`src/design/tmavg_pkg.sv`:
```
// Shared types and constants for the three-axis moving average block.
`timescale 1ns / 1ps
`default_nettype none

package tmavg_pkg;

  localparam int SAMPLE_W   = 16;
  localparam int WINDOW_DEF = 16;

  typedef struct packed {
    logic signed [SAMPLE_W-1:0] accel_x;
    logic signed [SAMPLE_W-1:0] accel_y;
    logic signed [SAMPLE_W-1:0] accel_z;
  } sample_t;

  typedef struct packed {
    logic signed [SAMPLE_W-1:0] mean_x;
    logic signed [SAMPLE_W-1:0] mean_y;
    logic signed [SAMPLE_W-1:0] mean_z;
  } mean_t;

  typedef enum logic [1:0] {
    ST_IDLE,
    ST_UPDATE,
    ST_DIVIDE
  } state_t;

endpackage

`default_nettype wire

```
`src/design/tmavg_div.sv`:
```
// Restoring divider, one quotient bit per cycle, signed sum over unsigned count.
`timescale 1ns / 1ps
`default_nettype none

module tmavg_div import tmavg_pkg::*; #(
  parameter int SUM_W = 20,
  parameter int DIV_W = 5
) (
  input  logic                       clk,
  input  logic                       rst,
  input  logic                       start,
  input  logic signed [SUM_W-1:0]    dividend,
  input  logic        [DIV_W-1:0]    divisor,
  output logic                       done,
  output logic signed [SAMPLE_W-1:0] quotient
);

  localparam int CNT_W = $clog2(SUM_W + 1);

  logic             busy;
  logic [CNT_W-1:0] cnt;
  logic             neg;
  logic [SUM_W-1:0] dq;     // dividend shifts out the top, quotient in at the bottom
  logic [DIV_W-1:0] rem;
  logic [DIV_W-1:0] dvs;

  logic [DIV_W:0]    shifted;
  logic [DIV_W:0]    diff;
  logic              ge;
  logic [SUM_W-1:0]  mag_in;
  logic [SAMPLE_W-1:0] mag;

  assign shifted = {rem, dq[SUM_W-1]};
  assign diff    = shifted - {1'b0, dvs};
  assign ge      = (shifted >= {1'b0, dvs});
  assign mag_in  = dividend[SUM_W-1] ? (~dividend + 1'b1) : dividend;

  always_ff @(posedge clk) begin
    if (rst) begin
      busy <= 1'b0;
      done <= 1'b0;
      cnt  <= '0;
    end else if (start) begin
      busy <= 1'b1;
      done <= 1'b0;
      cnt  <= CNT_W'(SUM_W);
    end else if (busy) begin
      cnt <= cnt - 1'b1;
      if (cnt == CNT_W'(1)) begin
        busy <= 1'b0;
        done <= 1'b1;
      end
    end
  end

  always_ff @(posedge clk) begin
    if (start) begin
      neg <= dividend[SUM_W-1];
      dq  <= mag_in;
      rem <= '0;
      dvs <= divisor;
    end else if (busy) begin
      rem <= ge ? diff[DIV_W-1:0] : shifted[DIV_W-1:0];
      dq  <= {dq[SUM_W-2:0], ge};
    end
  end

  // |mean| <= 32768, so the low bits carry the whole magnitude
  assign mag      = dq[SAMPLE_W-1:0];
  assign quotient = signed'(neg ? (~mag + 1'b1) : mag);

endmodule

`default_nettype wire

```
`src/design/three_axis_moving_average.sv`:
```
// Top level: three-axis moving average over a ring of the last WINDOW samples.
//
// Usage notes
// - Input channel (sample_valid / sample_stall / sample): one item carries one
//   x/y/z sample, accepted when sample_valid is high and sample_stall is low.
// - Output channel (mean_valid / mean_stall / mean): one item per input item,
//   each axis' running sum divided by the sample count (WINDOW once the ring
//   has wrapped), truncated toward zero.
// - From accept to mean_valid an item passes the ring read, the update state
//   that writes back and starts the dividers, the bit-serial dividers (one
//   quotient bit per cycle per axis, SUM_W = 16 + clog2(WINDOW)), then the output register.
// - One item at a time: sample_stall stays high until the item's mean is loaded.
//   The steps are reading the ring memory, updating sums and writing back,
//   dividing, and loading the output register.
// - The history ring is one synchronous memory of WINDOW x 48 bits. Entries
//   not yet written since reset read as zero through the window_full flag,
//   so no clearing pass is needed.
// - Reset (rst, synchronous) clears state, sums, write slot, fill flag and mean_valid; mean data is not reset.
// - A stalled result waits in the output register; the next item is still
//   accepted and worked on, and only its output load waits for the register.
`timescale 1ns / 1ps
`default_nettype none

module three_axis_moving_average import tmavg_pkg::*; #(
  parameter int WINDOW = WINDOW_DEF
) (
  input  logic    clk,
  input  logic    rst,
  input  logic    sample_valid,
  output logic    sample_stall,
  input  sample_t sample,
  output logic    mean_valid,
  input  logic    mean_stall,
  output mean_t   mean
);

  localparam int SLOT_W = $clog2(WINDOW);
  localparam int SUM_W  = SAMPLE_W + $clog2(WINDOW);
  localparam int DIV_W  = $clog2(WINDOW + 1);
  localparam int EXT_W  = SUM_W - SAMPLE_W;

  state_t state, state_next;

  // ring memory and its registered read port
  sample_t hist_mem [WINDOW];
  sample_t hist_rd;
  sample_t sample_q;

  logic signed [SUM_W-1:0] sum_x, sum_y, sum_z;
  logic signed [SUM_W-1:0] sum_x_next, sum_y_next, sum_z_next;
  logic [SLOT_W-1:0]       write_slot, slot_next;
  logic                    window_full, full_next;
  logic                    wrap;
  logic [DIV_W-1:0]        divisor;

  logic accept, mem_we, div_start, mean_load;
  logic [2:0] div_done;
  logic signed [SAMPLE_W-1:0] q_x, q_y, q_z;
  sample_t old;

  // ---------------------------------------------------------------------
  // Control
  // ---------------------------------------------------------------------
  assign sample_stall = (state != ST_IDLE);
  assign accept       = sample_valid && !sample_stall;

  always_ff @(posedge clk) begin
    if (rst) begin
      state <= ST_IDLE;
    end else begin
      state <= state_next;
    end
  end

  always_comb begin
    state_next = state;
    mem_we     = 1'b0;
    div_start  = 1'b0;
    mean_load  = 1'b0;
    unique case (state)
      ST_IDLE: begin
        if (sample_valid) state_next = ST_UPDATE;
      end
      ST_UPDATE: begin
        mem_we     = 1'b1;
        div_start  = 1'b1;
        state_next = ST_DIVIDE;
      end
      ST_DIVIDE: begin
        if ((&div_done) && (!mean_valid || !mean_stall)) begin
          mean_load  = 1'b1;
          state_next = ST_IDLE;
        end
      end
      default: state_next = ST_IDLE;
    endcase
  end

  // ---------------------------------------------------------------------
  // History ring: read at accept, write back during the update cycle.
  // The two accesses never overlap, since one item is in flight at a time.
  // ---------------------------------------------------------------------
  always_ff @(posedge clk) begin
    if (mem_we) hist_mem[write_slot] <= sample_q;
    if (accept) hist_rd <= hist_mem[write_slot];
  end

  always_ff @(posedge clk) begin
    if (accept) sample_q <= sample;
  end

  // Before the first wrap the slot being replaced was never written: zero.
  assign old = window_full ? hist_rd : '0;

  assign sum_x_next = sum_x - {{EXT_W{old.accel_x[SAMPLE_W-1]}}, old.accel_x}
                            + {{EXT_W{sample_q.accel_x[SAMPLE_W-1]}}, sample_q.accel_x};
  assign sum_y_next = sum_y - {{EXT_W{old.accel_y[SAMPLE_W-1]}}, old.accel_y}
                            + {{EXT_W{sample_q.accel_y[SAMPLE_W-1]}}, sample_q.accel_y};
  assign sum_z_next = sum_z - {{EXT_W{old.accel_z[SAMPLE_W-1]}}, old.accel_z}
                            + {{EXT_W{sample_q.accel_z[SAMPLE_W-1]}}, sample_q.accel_z};

  assign wrap      = (write_slot == SLOT_W'(WINDOW - 1));
  assign slot_next = wrap ? '0 : write_slot + 1'b1;
  assign full_next = window_full || wrap;
  // count so far is the advanced slot; it is never zero before the wrap
  assign divisor   = full_next ? DIV_W'(WINDOW) : DIV_W'(slot_next);

  always_ff @(posedge clk) begin
    if (rst) begin
      sum_x       <= '0;
      sum_y       <= '0;
      sum_z       <= '0;
      write_slot  <= '0;
      window_full <= 1'b0;
    end else if (mem_we) begin
      sum_x       <= sum_x_next;
      sum_y       <= sum_y_next;
      sum_z       <= sum_z_next;
      write_slot  <= slot_next;
      window_full <= full_next;
    end
  end

  // ---------------------------------------------------------------------
  // One serial divider per axis, all started together
  // ---------------------------------------------------------------------
  tmavg_div #(.SUM_W(SUM_W), .DIV_W(DIV_W)) u_div_x (
    .clk(clk), .rst(rst), .start(div_start), .dividend(sum_x_next),
    .divisor(divisor), .done(div_done[0]), .quotient(q_x)
  );

  tmavg_div #(.SUM_W(SUM_W), .DIV_W(DIV_W)) u_div_y (
    .clk(clk), .rst(rst), .start(div_start), .dividend(sum_y_next),
    .divisor(divisor), .done(div_done[1]), .quotient(q_y)
  );

  tmavg_div #(.SUM_W(SUM_W), .DIV_W(DIV_W)) u_div_z (
    .clk(clk), .rst(rst), .start(div_start), .dividend(sum_z_next),
    .divisor(divisor), .done(div_done[2]), .quotient(q_z)
  );

  // ---------------------------------------------------------------------
  // Output register
  // ---------------------------------------------------------------------
  always_ff @(posedge clk) begin
    if (rst) begin
      mean_valid <= 1'b0;
    end else if (mean_load) begin
      mean_valid <= 1'b1;
    end else if (!mean_stall) begin
      mean_valid <= 1'b0;
    end
  end

  always_ff @(posedge clk) begin
    if (mean_load) begin
      mean.mean_x <= q_x;
      mean.mean_y <= q_y;
      mean.mean_z <= q_z;
    end
  end

  // ---------------------------------------------------------------------
  // Assertions
  // ---------------------------------------------------------------------
  a_slot_range: assert property (@(posedge clk) disable iff (rst)
    write_slot <= SLOT_W'(WINDOW - 1))
    else $error("write slot beyond ring depth");

  a_full_sticky: assert property (@(posedge clk) disable iff (rst)
    window_full |=> window_full)
    else $error("window_full cleared without reset");

  a_accept_update: assert property (@(posedge clk) disable iff (rst)
    accept |=> (state == ST_UPDATE))
    else $error("accepted item did not move to update");

  a_load_after_div: assert property (@(posedge clk) disable iff (rst)
    $rose(mean_valid) |-> ($past(state) == ST_DIVIDE) && $past(&div_done))
    else $error("result presented without a finished division");

  a_dividers_lockstep: assert property (@(posedge clk) disable iff (rst)
    (div_done[0] == div_done[1]) && (div_done[1] == div_done[2]))
    else $error("axis dividers out of step");

endmodule

`default_nettype wire

```
`config.mk`:
```
export PLATFORM = sky130hd
export DESIGN_NAME = three_axis_moving_average
export DESIGN_NICKNAME = d
export VERILOG_FILES = /design/src/design/tmavg_pkg.sv /design/src/design/tmavg_div.sv /design/src/design/three_axis_moving_average.sv
export SDC_FILE = /design/constraint.sdc
export NUM_CORES = 1
export LEC_CHECK = 0
export BUFFER_PORTS_ARGS = -buffer_cell sky130_fd_sc_hd__buf_2
export CAP_MARGIN = 20
export CORE_MARGIN = 2
export CORE_UTILIZATION = 67
export DETAILED_ROUTE_END_ITERATION = 16
export PLACE_DENSITY = 0.84
export SLEW_MARGIN = 25
export SYNTH_ARGS = -nofsm -noshare
export SYNTH_HDL_FRONTEND = slang
export SYNTH_SLANG_ARGS = --single-unit
```
`constraint.sdc`:
```
create_clock -name clk -period 16.9 [get_ports clk]
set_clock_uncertainty 0.05 [all_clocks]
set_input_delay 2.535 -clock clk [delete_from_list [all_inputs] [get_ports clk]]
set_output_delay 2.535 -clock clk [all_outputs]
set_load 0.1 [all_outputs]
```
==> flow_summary.json, run 1 <==
{
  "ys_seq_elements": 1084,
  "max_freq_mhz": 202,
  "period_minus_slack_ns": 4.96,
  "cts_sinks": 1084,
  "crit_chain": "buf_4, and2_1, fa_1, inv_1, ha_1, o21a_1, o21ai_0, a21oi_1, a21oi_1, o21bai_1, xor2_1, nor4_1, nor2_1, xnor2_1, mux2_2",
  "coreArea_um2": 70300,
  "fin_tns_setup_ns": 0,
  "die_w_um": 271,
  "worst_pin_slew_ns": 1.11,
  "ctsHoldBuffers": 0,
  "synthAdderAreaFrac_pct": 4.99,
  "post_cts_resized": 0,
  "synth-edff-count": 980,
  "rows": 97,
  "fin_area_um2": 53100,
  "synthArstFlopShare_pct": 0,
  "place_hpwl_mm": 67.9,
  "layout_commonest_cell": "edfxtp_1",
  "period_share_pct": 29.4,
  "power_density_nw_per_um2": 129,
  "clk-insertion-delay-late_ns": 0.69,
  "grt_pass1_vias": 28300,
  "ys_types": 82,
  "vias_per_cell": 6.70,
  "power_uw": 6840,
  "antennaDiodeCount": 0,
  "muxShareOfSynthArea_pct": 11.6,
  "relSlewSlack_pct": 26.1,
  "postLayoutCoreUtil_pct": 75.6,
  "drv_slew": 0,
  "placed_cell_area_um2": 49400,
  "synth_compound_gate_area_share_pct": 5.59,
  "end_kind": "flip-flop",
  "path_max_fanout": 34,
  "final_cell_mix": "edfxtp_1, inv_1, mux4_2, nand2_1, nor2_1",
  "reg2reg_slack_ns": 11.94,
  "ys.flop_type": "edfxtp_1",
  "syn_avg_cell_area_um2": 15.8,
  "drt-initial-drc-count": 4320,
  "crit_required_ns": 17.28,
  "antenna_found_initial": 5,
  "synth-simple-area-share_pct": 5.62,
  "drc": 0,
  "arrival_ns": 5.34,
  "maxCapViolCount": 0,
  "ys_seq_area_share_pct": 66.1,
  "nFillCells": 3709,
  "cts_root_buf": "clkbuf_16",
  "cp_slowest_cell": "dfxtp_1",
  "power_leakage_uw": 0.0182,
  "syn_nets": 3225,
  "globalRoute.totalOverflow": 0,
  "antenna_left": 0,
  "hold_viol": 0,
  "numCtsBuffers": 104,
  "wl_per_cell_um": 29.6,
  "ys_warn_count": 0,
  "max_stage_delay_ns": 0.68,
  "setup-violations-final": 0,
  "final_layout_size_suffix_gt1_share_pct": 18.7,
  "firstDrtPassIters": 6,
  "syn_inst": 3019,
  "setup.worst_path.class": "reg -> reg",
  "syn_to_final_growth_pct": 11.3,
  "yosys.area_share.xor_xnor_pct": 2.99,
  "min_path_type": "reg -> reg",
  "critical_path_buf_inv_count": 2,
  "start_kind": "flip-flop",
  "synth_top_family_by_area": "multiplexers",
  "htree_num_levels": 3,
  "synth_area_um2": 47700,
  "critical-path-top-delay-family": "compound AO/OA/AOI/OAI gates",
  "grt_max_degree": 128,
  "track_usage_pct": 34.5,
  "crit_top_cell": "a21oi_1",
  "dieHeight_um": 271,
  "gp_congestion": 0.876,
  "cts_tree": "built",
  "ir_drop_v": 0.0000955,
  "wirelength_mm": 124,
  "via_count": 28000,
  "ios": 102,
  "port_buffers": 101,
  "post-cts-setup-buffers": 0,
  "clk_pin_slew_worst_paths_ns": 0.07,
  "grt_pass1_wl_mm": 185,
  "clk_path_buf_depth": 3,
  "nets": 3355,
  "die_area_um2": 73300,
  "status": "finished, final reports clean",
  "start_util_pct": 67.9,
  "rsz0062_at_grt": "no"
}
## per-stage QoR
step,instances,hold WS (ns),setup WS (ns)
2_1_floorplan,3019,0.386,9.74
5_1_grt,4176,0.434,11.61
3_5_place_dp,3979,0.400,12.18
4_1_cts,4172,0.409,12.11
6_report,4176,0.407,11.94
3_3_place_gp,3977,0.394,12.23
## area by class of cell
cell class / instances / area (um^2) / share of cell area (%)
sequential: 1084 / 31500 / 59.4
multi-input combinational: 1537 / 14800 / 27.9
clock buffer: 136 / 2850 / 5.36
tap: 940 / 1180 / 2.22
inverter: 276 / 1040 / 1.95
timing repair buffer: 146 / 972 / 1.83
clock inverter: 57 / 729 / 1.37
## power by group
group	leakage (uW)	switching (uW)	internal (uW)
Combinational	0.00671	731	489
Sequential	0.00976	112	3050
Clock	0.00172	1040	1420
## per-layer routing
| metal | GRT usage, % | routed length [um] | part of all wire (%) | vias to the layer above |
|---|---|---|---|---|
| li1 | - | - | - | 11600 |
| met1 | 47.4 | 44900 | 36 | 14000 |
| met2 | 55.2 | 60000 | 48 | 2047 |
| met3 | 7.02 | 13800 | 11 | 350 |
| met4 | 13.4 | 4900 | 4.0 | 6 |
| met5 | 0 | 40 | 0.032 | - |
## worst min-delay path: stages (launching register included)
cell     delay, ns
dfxtp_1       0.31
nand2_1       0.05
a21oi_1       0.05
## flip-flops by register name (all words and copies together), names as in the netlist, 4 cells and up
name	flops
hist_mem	768
hist_rd	48
mean	48
sample_q	48
sum_x	20
sum_y	20
sum_z	20
u_div_x.dq	20
u_div_y.dq	20
u_div_z.dq	20
u_div_x.cnt	5
u_div_x.rem	5
u_div_y.cnt	5
u_div_y.rem	5
u_div_z.cnt	5
u_div_z.dvs	5
u_div_z.rem	5
write_slot	4
## synthesized netlist by cell type, types with 5 or more instances
library cell,number,share of area [%]
or2_2,6,0.079
edfxtp_1,980,62
dfxtp_1,104,4.4
o211ai_1,10,0.16
nand4_1,10,0.13
o21ai_1,11,0.12
nor3_1,34,0.36
buf_1,27,0.21
and2_1,48,0.63
nor4_1,6,0.079
nor3b_1,5,0.079
inv_1,274,2.2
o21a_1,14,0.22
a211oi_1,40,0.63
xor2_1,63,1.2
nor2b_1,16,0.21
nand3_1,18,0.19
o31ai_1,23,0.36
or4_1,8,0.13
a31oi_1,9,0.12
nand2b_1,15,0.20
fa_1,60,2.5
or3_1,8,0.10
mux2i_1,7,0.15
mux4_2,240,11
a21oi_1,116,1.2
and3_1,8,0.10
nor2_1,153,1.2
ha_1,94,2.5
nand2_1,208,1.6
a21o_1,35,0.55
o21ai_0,93,0.98
clkbuf_1,91,0.72
xnor2_1,95,1.7
## path summary, 6_finish.rpt
| check | from | end | depth (start not counted) |
|---|---|---|---|
| max | window_full | u_div_x.dq[14] | 15 |
| min | sum_y[15] | sum_y[15] | 2 |
| max reg2reg | window_full | u_div_x.dq[14] | 15 |
| min reg2reg | sum_y[15] | sum_y[15] | 2 |
## cell families after synthesis
| group | Yosys count |
|---|---|
| buffers and inverters | 398 |
| AOI/OAI and AO/OA | 408 |
| muxes | 251 |
| DFF | 1084 |
| xor gates and xnor gates | 160 |
| and+or+nand+nor | 564 |
| adders and majority gates | 154 |
Note: power is estimated with default switching activity, not from simulation.
==> inputs of run 2 (changes only) <==
- CORE_UTILIZATION: 67 -> 63
- PLACE_DENSITY: 0.84 -> 0.8
- clock period: 16.9 -> 4.8 ns (I/O delays scaled with it)
==> run 2 against run 1 <==
Against the previous run:
- sequential power grew to 3.5 times the previous value
- sequential cell count did not move
- power grew to 3.5 times the previous value
- clock-buffer cell count is 3 higher
- fmax grew 9.4%
- global-route usage fell by 5.2 points
- clock power increased to 3.3 times the previous value
- setup slack worse by 12 ns
- critical path type unchanged
- largest power group unchanged
==> flow_summary.json, run 2 (synthesis results as in run 1) <==
{
  "status": "finished, final reports clean",
  "ios": 102,
  "nets": 3411,
  "rsz0062_at_grt": "no",
  "drc": 0,
  "period_minus_slack_ns": 4.53,
  "drv_slew": 0,
  "port_buffers": 101,
  "layout_commonest_cell": "edfxtp_1",
  "vias_per_cell": 6.35,
  "max_freq_mhz": 221,
  "cts_sinks": 1084,
  "grt_max_degree": 190,
  "cts_tree": "built",
  "setup-violations-final": 0,
  "crit_required_ns": 5.13,
  "cts_root_buf": "clkbuf_16",
  "power_density_nw_per_um2": 443,
  "numCtsBuffers": 105,
  "start_util_pct": 63.8,
  "die_w_um": 279,
  "instances_no_fill": 4261,
  "power.switching_uw": 6570,
  "power_leakage_uw": 0.0184,
  "multi_input_area_um2": 14800,
  "clk_pin_slew_worst_paths_ns": 0.06,
  "p_int_uw": 17100,
  "coreArea_um2": 74700,
  "nFillCells": 4558,
  "grt_pass1_wl_mm": 168,
  "largest_reg_flops": 768,
  "gp_congestion": 0.899,
  "setup.worst_path.class": "reg -> reg",
  "fin_tns_setup_ns": 0,
  "die_area_um2": 77900,
  "arrival_ns": 4.87,
  "crit_cells": 15,
  "layout.area.seq_um2": 31500,
  "worst_pin_slew_ns": 1.06,
  "top_register": "hist_mem",
  "clk-insertion-delay-late_ns": 0.70,
  "via_count": 27000,
  "seq_power_share_pct": 46.8,
  "globalRoute.totalOverflow": 0,
  "min_path_cells": 1,
  "pwr-share-comb_pct": 18.9,
  "dieHeight_um": 279,
  "start_kind": "flip-flop",
  "crit_chain": "inv_1, fa_1, inv_1, ha_1, a21o_1, a21oi_2, o21ai_1, a31oi_4, a22oi_1, buf_4, or4b_1, o211a_1, a41oi_1, xor2_1, o21ai_1",
  "firstDrtPassIters": 6,
  "maxCapViolCount": 0,
  "grt_pass1_vias": 27200,
  "place_hpwl_mm": 62.8,
  "antenna_left": 0,
  "hold_viol": 0,
  "htree_num_levels": 3,
  "clk_path_buf_depth": 3,
  "track_usage_pct": 29.2,
  "period_share_pct": 94.5,
  "critical_path_buf_inv_count": 3,
  "max_stage_delay_ns": 0.59,
  "dp.cells": 4031,
  "syn_to_final_growth_pct": 12.0,
  "antenna_found_initial": 2,
  "r2r_cells": 15,
  "drt-initial-drc-count": 2918,
  "placed_cell_area_um2": 49700,
  "cp_slowest_cell": "edfxtp_1",
  "wirelength_mm": 112,
  "clkPwrFrac_pct": 34.3,
  "ir_drop_v": 0.000295,
  "ctsHoldBuffers": 0,
  "path_max_fanout": 11,
  "final_layout_size_suffix_gt1_share_pct": 19.7,
  "switching_share_pct": 27.8,
  "power_uw": 23700,
  "fin_area_um2": 53400,
  "min_path_type": "in -> reg",
  "end_kind": "flip-flop",
  "wl_per_cell_um": 26.4,
  "relSlewSlack_pct": 29.1,
  "rows": 100,
  "final_cell_mix": "edfxtp_1, inv_1, mux4_2, nand2_1, nor2_1",
  "reg2reg_slack_ns": 0.27,
  "critical-path-top-delay-family": "compound AO/OA/AOI/OAI gates"
}
[run 2: cell types whose count changed in the layout (fill, tap and decap cells not counted), moves of 3 or more]
cell | before | now
buf_4 | 37 | 84
clkinv_1 | 13 | 18
clkbuf_1 | 24 | 32
buf_16 | 5 | 1
clkinvlp_4 | 9 | 5
bufinv_16 | 15 | 8
inv_16 | 0 | 3
clkbuf_8 | 4 | 1
buf_12 | 2 | 15
[run 2: final timing paths]
kind,startpoint,end
worst min-delay path,sample[8],sample_q[8]
worst max register to register,sample_q[34],u_div_x.dq[18]
worst min register to register,sum_y[7],sum_y[7]
worst max-delay path,sample_q[34],u_div_x.dq[18]
[run 2: worst reg2reg max path, delay by kind of cell, from the launching register on]
family | cells | cell delay [ns]
and+or+nand+nor | 1 | 0.47
AOI/OAI and AO/OA | 8 | 1.63
DFF | 1 | 0.59
xor gates and xnor gates | 1 | 0.18
adders and majority gates | 2 | 0.90
buffers and inverters | 3 | 0.42
[run 2: final cells by class]
cell class	count	area share, %
Antenna cell	1	0.00468
Timing Repair Buffer	201	2.74
Clock inverter	54	1.05
Clock buffer	139	5.22
Inverter	276	1.94
Multi-Input combinational cell	1537	27.8
Sequential cell	1084	59.0
Tap cell	969	2.27
[run 2: metal layers]
layer	routed length, um	global-route usage, %	share of wire [%]
met5	9	0	0.0080
met3	12000	6.02	11
met2	53200	45.6	47
met1	44100	42.1	39
met4	3180	9.15	2.8
[run 2: timing repair]
action	in CTS	in global routing
endpoints found under the hold margin	0	0
setup buffers	0	35
gates resized for setup	0	1
setup endpoints to repair	0	15
[run 2: power groups by stage]
stage / clock network, uW / logic, uW / registers [uW]
final: 8110 / 4460 / 11100
after global routing: 8530 / 4890 / 11100
after CTS: 8190 / 4340 / 11100
after detailed placement: 0 / 4300 / 11300
after global placement: 0 / 4180 / 11200
after floorplan: 0 / 3270 / 11100
[run 2: through the flow]
stage | hold slack [ns] | util, % | setup WS (ns)
CTS | 0.126 | 71.1 | 0.117
global placement | 0.392 | 66.6 | 0.338
floorplan | 0.386 | - | 0.656
detailed placement | 0.401 | 66.6 | 0.230
global route | 0.144 | 71.5 | 0.00499
finish | 0.150 | 71.5 | 0.266
